### src/hw/rtl/stfe_pkg.sv
// Shared types, constants and command/status structs for the slide timer fade envelope.
`default_nettype none

package stfe_pkg;

  localparam int MAX_SLIDES_DEF = 64;
  localparam int TIME_W         = 32;
  localparam int COUNT_W        = 7;
  localparam int IDX_W          = 6;
  localparam int ALPHA_W        = 16;
  localparam int FRAC_W         = 15;
  localparam int NUM_W          = 8;
  localparam int CNT_W          = 4;
  localparam int MOD_STEPS      = NUM_W;
  localparam int ALPHA_STEPS    = FRAC_W;
  localparam int OUT_W          = 24;
  localparam int CFG_IDX_W      = 2;

  localparam logic [TIME_W-1:0]  INTERVAL_RST = 32'd5000;
  localparam logic [TIME_W-1:0]  FADE_RST     = 32'd500;
  localparam logic [COUNT_W-1:0] COUNT_RST    = 7'd0;
  localparam logic [ALPHA_W-1:0] ALPHA_ONE    = 16'h8000;

  typedef enum logic [CFG_IDX_W-1:0] {
    CFG_INTERVAL    = 2'd0,
    CFG_IMAGE_COUNT = 2'd1,
    CFG_FADE        = 2'd2
  } cfg_idx_t;

  typedef struct packed {
    logic [TIME_W-1:0]  interval;
    logic [COUNT_W-1:0] image_count;
    logic [TIME_W-1:0]  fade;
  } cfg_t;

  typedef enum logic [2:0] {
    SL_HOLD,
    SL_REWIND,
    SL_START,
    SL_INC,
    SL_WRAP,
    SL_STAMP,
    SL_MOD
  } slide_op_t;

  typedef enum logic [2:0] {
    DV_IDLE,
    DV_LOAD_MOD,
    DV_LOAD_RISE,
    DV_LOAD_FALL,
    DV_STEP
  } div_op_t;

  typedef enum logic [2:0] {
    RS_HOLD,
    RS_REWIND,
    RS_ZERO,
    RS_TRANSP,
    RS_OPAQUE,
    RS_QUO
  } res_op_t;

  typedef struct packed {
    logic      capture;
    slide_op_t slide_op;
    div_op_t   div_op;
    res_op_t   res_op;
    logic      env_load;
    logic      out_load;
  } dp_cmd_t;

  typedef struct packed {
    logic req_rewind;
    logic count_zero;
    logic fresh;
    logic adv;
    logic inc_lt;
    logic inc_eq;
    logic interval_zero;
    logic rise;
    logic fall;
  } dp_sts_t;

endpackage

`default_nettype wire

### src/hw/rtl/slide_timer_fade_envelope_top.sv
// Sequence: a rewind or a tick with no images goes from decide straight to finish; other
// ticks pass through the envelope states and, on a fade ramp, the 15-step serial divider.
// A slide advance past a lowered image count adds 8 divider steps before the envelope.
// Flow: the next request is taken only after the result enters the output register,
// so one request is in flight at a time. Reset (synchronous, active low) restores the config
// registers to their defaults, slide 0, time stamp 0, awaiting the first tick.
`default_nettype none

module slide_timer_fade_envelope_top #(
  parameter int MAX_SLIDES = stfe_pkg::MAX_SLIDES_DEF
) (
  input  wire logic                           clk,
  input  wire logic                           rst_n,
  input  wire logic                           in_tvalid,
  output logic                                in_tready,
  input  wire logic [stfe_pkg::TIME_W-1:0]    in_tdata,   // [31:0] now_ms
  input  wire logic                           in_tuser,   // [0] req_type
  output logic                                out_tvalid,
  input  wire logic                           out_tready,
  output logic      [stfe_pkg::OUT_W-1:0]     out_tdata,  // [0] has_image, [6:1] slide_index,
                                                          // [22:7] alpha, [23] zero
  input  wire logic                           cfg_valid,
  output logic                                cfg_ready,
  input  wire logic [stfe_pkg::CFG_IDX_W-1:0] cfg_index,
  input  wire logic [stfe_pkg::TIME_W-1:0]    cfg_data
);

  stfe_pkg::cfg_t    cfg;
  stfe_pkg::dp_cmd_t cmd;
  stfe_pkg::dp_sts_t sts;

  stfe_cfg u_cfg (
    .clk       (clk),
    .rst_n     (rst_n),
    .cfg_valid (cfg_valid),
    .cfg_ready (cfg_ready),
    .cfg_index (cfg_index),
    .cfg_data  (cfg_data),
    .cfg       (cfg)
  );

  stfe_ctrl u_ctrl (
    .clk        (clk),
    .rst_n      (rst_n),
    .in_tvalid  (in_tvalid),
    .in_tready  (in_tready),
    .out_tvalid (out_tvalid),
    .out_tready (out_tready),
    .sts        (sts),
    .cmd        (cmd)
  );

  stfe_dp #(
    .MAX_SLIDES (MAX_SLIDES)
  ) u_dp (
    .clk       (clk),
    .rst_n     (rst_n),
    .cfg       (cfg),
    .cmd       (cmd),
    .sts       (sts),
    .in_tuser  (in_tuser),
    .in_tdata  (in_tdata),
    .out_tdata (out_tdata)
  );

endmodule

`default_nettype wire

### src/hw/rtl/stfe_cfg.sv
// Configuration register file: interval, image count and fade duration.
`default_nettype none

module stfe_cfg (
  input  wire logic                           clk,
  input  wire logic                           rst_n,
  input  wire logic                           cfg_valid,
  output logic                                cfg_ready,
  input  wire logic [stfe_pkg::CFG_IDX_W-1:0] cfg_index,
  input  wire logic [stfe_pkg::TIME_W-1:0]    cfg_data,
  output stfe_pkg::cfg_t                      cfg
);

  stfe_pkg::cfg_t cfg_r;
  stfe_pkg::cfg_t cfg_nxt;

  assign cfg_ready = 1'b1;
  assign cfg       = cfg_r;

  always_comb begin
    cfg_nxt = cfg_r;
    if (cfg_valid) begin
      unique case (stfe_pkg::cfg_idx_t'(cfg_index))
        stfe_pkg::CFG_INTERVAL:    cfg_nxt.interval    = cfg_data;
        stfe_pkg::CFG_IMAGE_COUNT: cfg_nxt.image_count = cfg_data[stfe_pkg::COUNT_W-1:0];
        stfe_pkg::CFG_FADE:        cfg_nxt.fade        = cfg_data;
        default:                   cfg_nxt             = cfg_r;
      endcase
    end
  end

  always_ff @(posedge clk) begin
    if (!rst_n) begin
      cfg_r.interval    <= stfe_pkg::INTERVAL_RST;
      cfg_r.image_count <= stfe_pkg::COUNT_RST;
      cfg_r.fade        <= stfe_pkg::FADE_RST;
    end else begin
      cfg_r <= cfg_nxt;
    end
  end

endmodule

`default_nettype wire

### src/hw/rtl/stfe_dp.sv
// Datapath: slide state, envelope arithmetic, serial divider and output register.
`default_nettype none

module stfe_dp #(
  parameter int MAX_SLIDES = stfe_pkg::MAX_SLIDES_DEF
) (
  input  wire logic                         clk,
  input  wire logic                         rst_n,
  input  wire stfe_pkg::cfg_t               cfg,
  input  wire stfe_pkg::dp_cmd_t            cmd,
  output stfe_pkg::dp_sts_t                 sts,
  input  wire logic                         in_tuser,
  input  wire logic [stfe_pkg::TIME_W-1:0]  in_tdata,
  output logic      [stfe_pkg::OUT_W-1:0]   out_tdata
);

  // image_count is 7 bits, so the stored slide never needs more than 7 bits
  localparam int SLIDE_CAP = (MAX_SLIDES > 128) ? 128 : MAX_SLIDES;
  localparam int SLIDE_W   = (SLIDE_CAP < 2) ? 1 : $clog2(SLIDE_CAP);
  localparam int TW        = stfe_pkg::TIME_W;

  logic                         req_r;
  logic [TW-1:0]                now_r;
  logic [SLIDE_W-1:0]           slide_r, slide_nxt;
  logic [TW-1:0]                last_r, last_nxt;
  logic                         fresh_r, fresh_nxt;
  logic [TW-1:0]                el_r;
  logic [TW-1:0]                fade_r;
  logic [TW-1:0]                rem_r, rem_nxt;
  logic [stfe_pkg::ALPHA_W-1:0] quo_r, quo_nxt;
  logic [TW-1:0]                div_r, div_nxt;
  logic                         res_has_r, res_has_nxt;
  logic [stfe_pkg::IDX_W-1:0]   res_slide_r, res_slide_nxt;
  logic [stfe_pkg::ALPHA_W-1:0] res_alpha_r, res_alpha_nxt;
  logic [stfe_pkg::OUT_W-1:0]   out_data_r;

  logic [stfe_pkg::COUNT_W-1:0] count;
  logic [stfe_pkg::NUM_W-1:0]   count8;
  logic [stfe_pkg::NUM_W-1:0]   slide_inc;
  logic [TW-1:0]                diff;
  logic [TW-1:0]                half;
  logic [TW-1:0]                fade_sel;
  logic [TW-1:0]                el_clamp;
  logic [TW-1:0]                thr;
  logic [TW-1:0]                fall_num;
  logic [TW:0]                  r2;
  logic [TW:0]                  r_sub;
  logic                         ge;
  logic [TW-1:0]                rem_step;
  logic [stfe_pkg::ALPHA_W-1:0] quo_step;

  assign count = (32'(cfg.image_count) > 32'(MAX_SLIDES)) ? stfe_pkg::COUNT_W'(MAX_SLIDES)
                                                          : cfg.image_count;
  assign count8    = stfe_pkg::NUM_W'(count);
  assign slide_inc = stfe_pkg::NUM_W'(slide_r) + 8'd1;
  assign diff      = now_r - last_r;
  assign half      = cfg.interval >> 1;
  assign fade_sel  = (cfg.fade < half) ? cfg.fade : half;
  assign el_clamp  = (diff > cfg.interval) ? cfg.interval : diff;
  assign thr       = cfg.interval - fade_r;
  assign fall_num  = cfg.interval - el_r;

  // one restoring step: shift in the next dividend bit, subtract when it fits
  assign r2       = {rem_r, quo_r[stfe_pkg::ALPHA_W-1]};
  assign r_sub    = r2 - {1'b0, div_r};
  assign ge       = (r2 >= {1'b0, div_r});
  assign rem_step = ge ? r_sub[TW-1:0] : r2[TW-1:0];
  assign quo_step = {quo_r[stfe_pkg::ALPHA_W-2:0], ge};

  always_comb begin
    sts.req_rewind    = req_r;
    sts.count_zero    = (count == '0);
    sts.fresh         = fresh_r;
    sts.adv           = (diff >= cfg.interval);
    sts.inc_lt        = (slide_inc < count8);
    sts.inc_eq        = (slide_inc == count8);
    sts.interval_zero = (cfg.interval == '0);
    sts.rise          = (el_r < fade_r);
    sts.fall          = (el_r > thr);
  end

  always_comb begin
    slide_nxt = slide_r;
    last_nxt  = last_r;
    fresh_nxt = fresh_r;
    case (cmd.slide_op)
      stfe_pkg::SL_REWIND: begin
        slide_nxt = '0;
        last_nxt  = now_r;
        fresh_nxt = 1'b1;
      end
      stfe_pkg::SL_START: begin
        slide_nxt = '0;
        last_nxt  = now_r;
        fresh_nxt = 1'b0;
      end
      stfe_pkg::SL_INC: begin
        slide_nxt = slide_inc[SLIDE_W-1:0];
        last_nxt  = now_r;
      end
      stfe_pkg::SL_WRAP: begin
        slide_nxt = '0;
        last_nxt  = now_r;
      end
      stfe_pkg::SL_STAMP: last_nxt  = now_r;
      stfe_pkg::SL_MOD:   slide_nxt = rem_step[SLIDE_W-1:0];
      default: ;
    endcase
  end

  always_comb begin
    rem_nxt = rem_r;
    quo_nxt = quo_r;
    div_nxt = div_r;
    case (cmd.div_op)
      stfe_pkg::DV_LOAD_MOD: begin
        rem_nxt = '0;
        quo_nxt = {slide_inc, 8'd0};
        div_nxt = TW'(count);
      end
      stfe_pkg::DV_LOAD_RISE: begin
        rem_nxt = el_r;
        quo_nxt = '0;
        div_nxt = fade_r;
      end
      stfe_pkg::DV_LOAD_FALL: begin
        rem_nxt = fall_num;
        quo_nxt = '0;
        div_nxt = fade_r;
      end
      stfe_pkg::DV_STEP: begin
        rem_nxt = rem_step;
        quo_nxt = quo_step;
      end
      default: ;
    endcase
  end

  always_comb begin
    res_has_nxt   = res_has_r;
    res_slide_nxt = res_slide_r;
    res_alpha_nxt = res_alpha_r;
    case (cmd.res_op)
      stfe_pkg::RS_REWIND: begin
        res_has_nxt   = (count != '0);
        res_slide_nxt = '0;
        res_alpha_nxt = '0;
      end
      stfe_pkg::RS_ZERO: begin
        res_has_nxt   = 1'b0;
        res_slide_nxt = '0;
        res_alpha_nxt = '0;
      end
      stfe_pkg::RS_TRANSP: begin
        res_has_nxt   = 1'b1;
        res_slide_nxt = stfe_pkg::IDX_W'(slide_r);
        res_alpha_nxt = '0;
      end
      stfe_pkg::RS_OPAQUE: begin
        res_has_nxt   = 1'b1;
        res_slide_nxt = stfe_pkg::IDX_W'(slide_r);
        res_alpha_nxt = stfe_pkg::ALPHA_ONE;
      end
      stfe_pkg::RS_QUO: begin
        res_has_nxt   = 1'b1;
        res_slide_nxt = stfe_pkg::IDX_W'(slide_r);
        res_alpha_nxt = {1'b0, quo_step[stfe_pkg::FRAC_W-1:0]};
      end
      default: ;
    endcase
  end

  always_ff @(posedge clk) begin
    if (!rst_n) begin
      slide_r <= '0;
      last_r  <= '0;
      fresh_r <= 1'b1;
    end else begin
      slide_r <= slide_nxt;
      last_r  <= last_nxt;
      fresh_r <= fresh_nxt;
    end
  end

  always_ff @(posedge clk) begin
    if (cmd.capture) begin
      req_r <= in_tuser;
      now_r <= in_tdata;
    end
    if (cmd.env_load) begin
      el_r   <= el_clamp;
      fade_r <= fade_sel;
    end
    rem_r       <= rem_nxt;
    quo_r       <= quo_nxt;
    div_r       <= div_nxt;
    res_has_r   <= res_has_nxt;
    res_slide_r <= res_slide_nxt;
    res_alpha_r <= res_alpha_nxt;
    if (cmd.out_load) begin
      out_data_r <= {1'b0, res_alpha_r, res_slide_r, res_has_r};
    end
  end

  assign out_tdata = out_data_r;

endmodule

`default_nettype wire

### src/hw/rtl/stfe_ctrl.sv
// Controller: sequences each request through decide and output, with modulo, envelope and divide steps as needed.
`default_nettype none

module stfe_ctrl (
  input  wire logic              clk,
  input  wire logic              rst_n,
  input  wire logic              in_tvalid,
  output logic                   in_tready,
  output logic                   out_tvalid,
  input  wire logic              out_tready,
  input  wire stfe_pkg::dp_sts_t sts,
  output stfe_pkg::dp_cmd_t      cmd
);

  typedef enum logic [2:0] {
    S_IDLE,
    S_DECIDE,
    S_MOD,
    S_ENV_A,
    S_ENV_B,
    S_DIV,
    S_FINISH
  } state_t;

  state_t                     state_r, state_nxt;
  logic [stfe_pkg::CNT_W-1:0] cnt_r, cnt_nxt;
  logic                       in_ready_r, in_ready_nxt;
  logic                       out_valid_r, out_valid_nxt;

  always_comb begin
    state_nxt    = state_r;
    cnt_nxt      = cnt_r;
    cmd.capture  = 1'b0;
    cmd.slide_op = stfe_pkg::SL_HOLD;
    cmd.div_op   = stfe_pkg::DV_IDLE;
    cmd.res_op   = stfe_pkg::RS_HOLD;
    cmd.env_load = 1'b0;
    cmd.out_load = 1'b0;

    unique case (state_r)
      S_IDLE: begin
        if (in_tvalid && in_ready_r) begin
          cmd.capture = 1'b1;
          state_nxt   = S_DECIDE;
        end
      end
      S_DECIDE: begin
        if (sts.req_rewind) begin
          cmd.slide_op = stfe_pkg::SL_REWIND;
          cmd.res_op   = stfe_pkg::RS_REWIND;
          state_nxt    = S_FINISH;
        end else if (sts.count_zero) begin
          cmd.res_op = stfe_pkg::RS_ZERO;
          state_nxt  = S_FINISH;
        end else if (sts.fresh) begin
          cmd.slide_op = stfe_pkg::SL_START;
          state_nxt    = S_ENV_A;
        end else if (sts.adv) begin
          if (sts.inc_lt) begin
            cmd.slide_op = stfe_pkg::SL_INC;
            state_nxt    = S_ENV_A;
          end else if (sts.inc_eq) begin
            cmd.slide_op = stfe_pkg::SL_WRAP;
            state_nxt    = S_ENV_A;
          end else begin
            // stale slide beyond the count: take the remainder serially
            cmd.slide_op = stfe_pkg::SL_STAMP;
            cmd.div_op   = stfe_pkg::DV_LOAD_MOD;
            cnt_nxt      = '0;
            state_nxt    = S_MOD;
          end
        end else begin
          state_nxt = S_ENV_A;
        end
      end
      S_MOD: begin
        cmd.div_op = stfe_pkg::DV_STEP;
        cnt_nxt    = cnt_r + 1'b1;
        if (cnt_r == stfe_pkg::CNT_W'(stfe_pkg::MOD_STEPS - 1)) begin
          cmd.slide_op = stfe_pkg::SL_MOD;
          state_nxt    = S_ENV_A;
        end
      end
      S_ENV_A: begin
        cmd.env_load = 1'b1;
        state_nxt    = S_ENV_B;
      end
      S_ENV_B: begin
        if (sts.interval_zero) begin
          cmd.res_op = stfe_pkg::RS_TRANSP;
          state_nxt  = S_FINISH;
        end else if (sts.rise) begin
          cmd.div_op = stfe_pkg::DV_LOAD_RISE;
          cnt_nxt    = '0;
          state_nxt  = S_DIV;
        end else if (sts.fall) begin
          cmd.div_op = stfe_pkg::DV_LOAD_FALL;
          cnt_nxt    = '0;
          state_nxt  = S_DIV;
        end else begin
          cmd.res_op = stfe_pkg::RS_OPAQUE;
          state_nxt  = S_FINISH;
        end
      end
      S_DIV: begin
        cmd.div_op = stfe_pkg::DV_STEP;
        cnt_nxt    = cnt_r + 1'b1;
        if (cnt_r == stfe_pkg::CNT_W'(stfe_pkg::ALPHA_STEPS - 1)) begin
          cmd.res_op = stfe_pkg::RS_QUO;
          state_nxt  = S_FINISH;
        end
      end
      S_FINISH: begin
        // hold the result until the output register is free
        if (!out_valid_r || out_tready) begin
          cmd.out_load = 1'b1;
          state_nxt    = S_IDLE;
        end
      end
      default: state_nxt = S_IDLE;
    endcase
  end

  assign in_ready_nxt  = (state_nxt == S_IDLE);
  assign out_valid_nxt = cmd.out_load ? 1'b1 : (out_tready ? 1'b0 : out_valid_r);

  always_ff @(posedge clk) begin
    if (!rst_n) begin
      state_r     <= S_IDLE;
      cnt_r       <= '0;
      in_ready_r  <= 1'b1;
      out_valid_r <= 1'b0;
    end else begin
      state_r     <= state_nxt;
      cnt_r       <= cnt_nxt;
      in_ready_r  <= in_ready_nxt;
      out_valid_r <= out_valid_nxt;
    end
  end

  assign in_tready  = in_ready_r;
  assign out_tvalid = out_valid_r;

endmodule

`default_nettype wire

### config.mk
export PLATFORM = sky130hd
export DESIGN_NAME = slide_timer_fade_envelope_top
export DESIGN_NICKNAME = d
export VERILOG_FILES = /design/src/hw/rtl/stfe_pkg.sv /design/src/hw/rtl/slide_timer_fade_envelope_top.sv /design/src/hw/rtl/stfe_cfg.sv /design/src/hw/rtl/stfe_dp.sv /design/src/hw/rtl/stfe_ctrl.sv
export SDC_FILE = /design/constraint.sdc
export NUM_CORES = 1
export LEC_CHECK = 0
export BUFFER_PORTS_ARGS = -buffer_cell sky130_fd_sc_hd__buf_2
export CAP_MARGIN = 25
export CELL_PAD_IN_SITES_DETAIL_PLACEMENT = 0
export CELL_PAD_IN_SITES_GLOBAL_PLACEMENT = 1
export CORE_UTILIZATION = 45
export DETAILED_ROUTE_END_ITERATION = 8
export PLACE_DENSITY = 0.85
export SLEW_MARGIN = 40
export SYNTH_ARGS = -nofsm -noshare
export SYNTH_HDL_FRONTEND = slang
export SYNTH_HIERARCHICAL = 1
export SYNTH_SLANG_ARGS = --single-unit
### constraint.sdc
create_clock -name clk -period 7 [get_ports clk]
set_clock_uncertainty 0.15 [all_clocks]
set_input_delay 0.7 -clock clk [delete_from_list [all_inputs] [get_ports clk]]
set_output_delay 0.7 -clock clk [all_outputs]
set_load 0.03 [all_outputs]
---- After elaboration in Yosys (flattened, before gate mapping) ----
Cells that the tools add are included.
operators by class
  add/subtract/negate cells ............... 6
  multipliers ............................. 0
  div/mod/pow operators ................... 0
  $lt $le $gt $ge ......................... 8
  equal/unequal tests ..................... 34
  shift-type cells ........................ 0
  multiplexer cells ....................... 66
  bitwise operators ....................... 0
  reduce and logical (&&, ||, !) cells .... 30
operator list
  kind                                                                    number
  32-bit one-hot mux with 4 select lines                                  1
  32-bit subtractor                                                       4
  16-bit one-hot mux with 3 select lines                                  2
  3-bit 2-to-1 mux                                                        24
  32-bit > comparator                                                     2
  32-bit 2-to-1 mux                                                       2
  32-bit one-hot mux with 2 select lines                                  1
  4-bit 2-to-1 mux                                                        9
  33-bit by 32-bit greater-or-equal comparator with 1-bit output          1
  32-bit greater-or-equal comparator                                      1
  32-bit logical NOT                                                      1
  32-bit by 31-bit < comparator with 1-bit output                         1
  32-bit < comparator                                                     1
  31-bit 2-to-1 mux                                                       1
  3-bit equality test (second input constant)                             9
  3-bit by 2-bit equality test with 1-bit output (second input constant)  8
  3-bit one-hot mux with 7 select lines                                   1
  3-bit one-hot mux with 3 select lines                                   2
  6-bit one-hot mux with 3 select lines                                   1
  3-bit nonzero test                                                      5
  2-bit inequality test (second input constant)                           7
  3-bit by 1-bit equality test with 1-bit output (second input constant)  4
  6-bit 2-to-1 mux                                                        2
  4-bit one-hot mux with 3 select lines                                   1
  other kinds (31)                                                        53
storage, ports and cells
  flip-flop bits (word level) ............. 342
  latch bits .............................. 0
  RAM bits ................................ 0
  ROM bits ................................ 0
  memories ................................ 0

---- Depth between registers and ports, before layout ----
  depth after elaboration ................. 13
  gate-level depth with buffers ........... 33

---- By module ----
Netlist, hierarchy kept.
by module, submodules not included
  module     times used  cells each  area each (um^2)  seq. area each (um^2)
  stfe_dp    1           2103        20184.4           7477.2
  stfe_cfg   1           280         2757.6            1421.4
  stfe_ctrl  1           92          701.9             180.2

---- Worst setup path before layout ----
No wires, ideal clock.
  kind .................................... reg-to-reg
  from .................................... register u_cfg.cfg_r, in the netlist u_cfg/cfg[39]
  to ...................................... register u_dp.rem_r[0], enable pin
  arrival time ............................ 6534 ps
  slack ................................... -121 ps
  stages on the path, launching flop included .. 28
  buffers on the path ..................... 2
  cells stage by stage .................... dfxtp_1 > inv_1 > ha_1 > inv_1 > fa_1 > a21o_1 > a21oi_2 > o21ai_0 > a311oi_1 > o31a_1 > a41oi_1 > or3b_1 > a31o_2 > a21oi_1 > xor2_1 > ha_1 > nand4_1 > nor2_1 > nand4_1 > nand3_1 > a31o_2 > nand3_1 > inv_1 > o32ai_1 > clkbuf_1 > nor2_1 > clkbuf_1 > xnor2_1
RTL lines
  item                      RTL line        source
  start: declaration        stfe_cfg.sv:14  stfe_pkg::cfg_t cfg_r;
  start signal: assignment  stfe_cfg.sv:38  cfg_r <= cfg_nxt;
  end signal: assignment    stfe_dp.sv:194  rem_r <= rem_nxt;
  end: declaration          stfe_dp.sv:29   logic [TW-1:0] rem_r, rem_nxt;

==> reports/results.ini <==
[outcome]
status=finished clean

[clocking]
post_cts_buffers=0
cts_tree=built
clk_path_buf_depth=3
numCtsBuffers=39
cts_max_level=2
cts_hold_buf=0
path_clk_slew_ps=60
clock-sinks=342
insertion_delay_ps=560
ctsRootBufferMaster=clkbuf_16

[grt]
grt_pass1_wl_um=100000
antenna_found_initial=0
grt_pass1_vias=18281
grt_max_degree=81
gr-total-overflow=0
grtUsageTotal_pct=23.8

[route]
wl_per_cell_um=19.4
final_antenna_net_count=0
firstDrtPassIters=5
drt-initial-drc-count=1384
drc_errors=0
vias=18634
wirelength_um=63900
avgViaCountPerCell=5.65

[critical_path]
critPathMostFrequentCell=nand4_1
cp_slowest_stage_delay_ps=460
cp_slowest_cell=or3b_1
crit_start=u_cfg/cfg[39]$_SDFFE_PN0P_
path_class=reg -> reg
critPathCaptureType=flip-flop
cp.required_ps=7130
cp.arrival_ps=6660
timing.rr.start=u_cfg/cfg[39]$_SDFFE_PN0P_
cp_max_fo=7
startpoint_type=flip-flop

[timing]
setup_viol_count_final=0
max-slew-margin-rel_pct=48.6
grt_setup_unrepaired=false
fin_tns_setup_ps=0
final_hold_viol_count=0
setup_ws_ps=466
period_needed_ps=6530
maxClockFrequency_mhz=153
fin_crit_sh_pct=93.3
finalMaxSlewViolations=0
worst_pin_slew_ps=772

[yosys]
synthFlopType=edfxtp_1
synth_edf_count=223
synth-async-reset-ratio_pct=0
yosys.area.top_type=edfxtp_1
synth_seq_cells=342
synth_cells=2475
synth_cell_types=89
avgSynthCellArea_um2=9.55
synthTopCellsByCount=nand2_1 (289), ha_1 (260), edfxtp_1 (223), inv_1 (206), a21oi_1 (153)
syn_area_um2=23600
synth-seq-area-share_pct=38.4
synth.top_cell.area_share_pct=28.3
ys_top_cells_by_area=edfxtp_1 (28%), ha_1 (14%), dfxtp_1 (10%), nand2_1 (4.6%), mux2i_1 (4.1%)
yosysMostFrequentCell=nand2_1
ys_warn_count=6

[flow_run]
drv_cap=0

[floorplanning]
top_level_ports=99
dieArea_um2=53500
rows=83
core_um2=51600
start_util_pct=45.8
die_height_um=231
fp.dieW_um=231

[placed_design]
place_ws_ps=99.4
dpl.cell_count=3230
port_buffers=96
dpl.hpwl_um=50100
gp_congestion=0.918

[power_and_ir_drop]
p_leak_nw=11.3
power_w=0.00876
cellPowerDensity_nw_per_um2=331
ir_drop_mv=0.228

[worst_hold_path]
hp-start=in_tdata[7]
hp-class=in -> reg

[final_layout]
n_fill_cell=4627
areaGrowthSynthToFinish_pct=11.9
final_nets=2927
drive_above_1_share_pct=12.4
instances_no_fill=3300
insertedDiodeCount=0

layer usage:
metal	GRT usage, %	routed length (um)	up-vias
li1	-	-	9202
met1	33.0	30000	8831
met2	38.9	29200	504
met3	2.73	3070	97
met4	7.06	1740	0
met5	0	0	-
worst max-delay path, delay by kind of cell, from the launching register on:
family                   cells  cell delay (ps)
AO/OA/AOI/OAI               12             2410
XOR/XNOR                     1              100
adder cells (fa/ha/maj)      3              880
buffers and inverters        2              180
flip-flops                   1              340
AND/OR/NAND/NOR             11             2160
final cells by class:
| class | count | area [um2] | share of cell area [%] |
|---|---|---|---|
| Sequential cell | 342 | 9080 | 34.3 |
| Timing Repair Buffer | 154 | 967 | 3.66 |
| Clock inverter | 17 | 164 | 0.620 |
| Tap cell | 680 | 851 | 3.22 |
| Multi-Input combinational cell | 1847 | 13500 | 51.1 |
| Clock buffer | 53 | 1090 | 4.11 |
| Inverter | 207 | 777 | 2.94 |
sequential cells by signal, summed over array words and instances (netlist names), 16 cells and up:
register	cells
u_cfg/cfg	71
u_dp/div_r	32
u_dp/el_r	32
u_dp/fade_r	32
u_dp/last_r	32
u_dp/now_r	32
u_dp/rem_r	32
u_dp/out_tdata	23
u_dp/quo_r	16
u_dp/res_alpha_r	16
final timing paths:
check | end | slack, ps | cells after the start
max reg2reg | u_dp/rem_r[26]$_DFFE_PP_ | 470 | 29
max | u_dp/rem_r[26]$_DFFE_PP_ | 470 | 29
min | u_dp/now_r[7]$_DFFE_PP_ | 160 | 1
min reg2reg | u_dp/out_tdata[4]$_DFFE_PP_ | 270 | 0
timing repair:
item	in CTS	in global routing
resized for setup	0	7
endpoints found under the hold margin	0	0
setup endpoints to repair	0	76
kinds of logic (layout without fill, tap and decap cells):
group / Yosys count / in the layout / synth area share, %
AOI/OAI and AO/OA: 594 / 594 / 16.9
other: 2 / 3 / 0.0318
muxes: 156 / 156 / 6.92
buffers and inverters: 287 / 431 / 4.92
adders and majority gates: 264 / 264 / 14.1
and+or+nand+nor: 715 / 715 / 14.4
xor gates and xnor gates: 115 / 115 / 4.26
DFF: 342 / 342 / 38.4
layout by cell type, fill, tap and decap left out, types with 8 or more instances in the layout:
cell and count:
nand2_1 289, o21a_1 34, edfxtp_1 223, o21bai_1 16, xor2_1 45, buf_4 54
xnor2_1 69, mux2_2 60, ha_1 260, o211ai_1 18, a21oi_1 151, o22ai_1 17
nand2b_1 31, nor2b_1 40, nand4_1 33, a21o_1 82, and2_1 14, inv_1 206
nand3_1 36, nor2_1 137, clkbuf_1 8, mux2i_1 96, a31oi_1 18, a211oi_1 11
nor3_1 26, o31ai_1 13, dfxtp_1 119, nor4_1 16, buf_2 95, o21ai_0 106
and3_1 34, a21boi_0 37, clkbuf_16 39
where the power goes:
part | internal [W] | total [W] | switching [W]
Sequential | 0.00265 | 0.00287 | 0.000224
Clock | 0.00117 | 0.00203 | 0.000853
Combinational | 0.00158 | 0.00386 | 0.00228
Total | 0.00540 | 0.00876 | 0.00336
through the flow:
| step | hold slack, ps | area [um2] | utilization, % |
|---|---|---|---|
| floorplan | 250 | 23700 | - |
| global placement | 257 | 25100 | 48.7 |
| detailed placement | 256 | 25200 | 48.8 |
| CTS | 134 | 26400 | 51.2 |
| global route | 144 | 26500 | 51.3 |
| finish | 163 | 26500 | 51.3 |
Power figures use the tool's default switching activity.
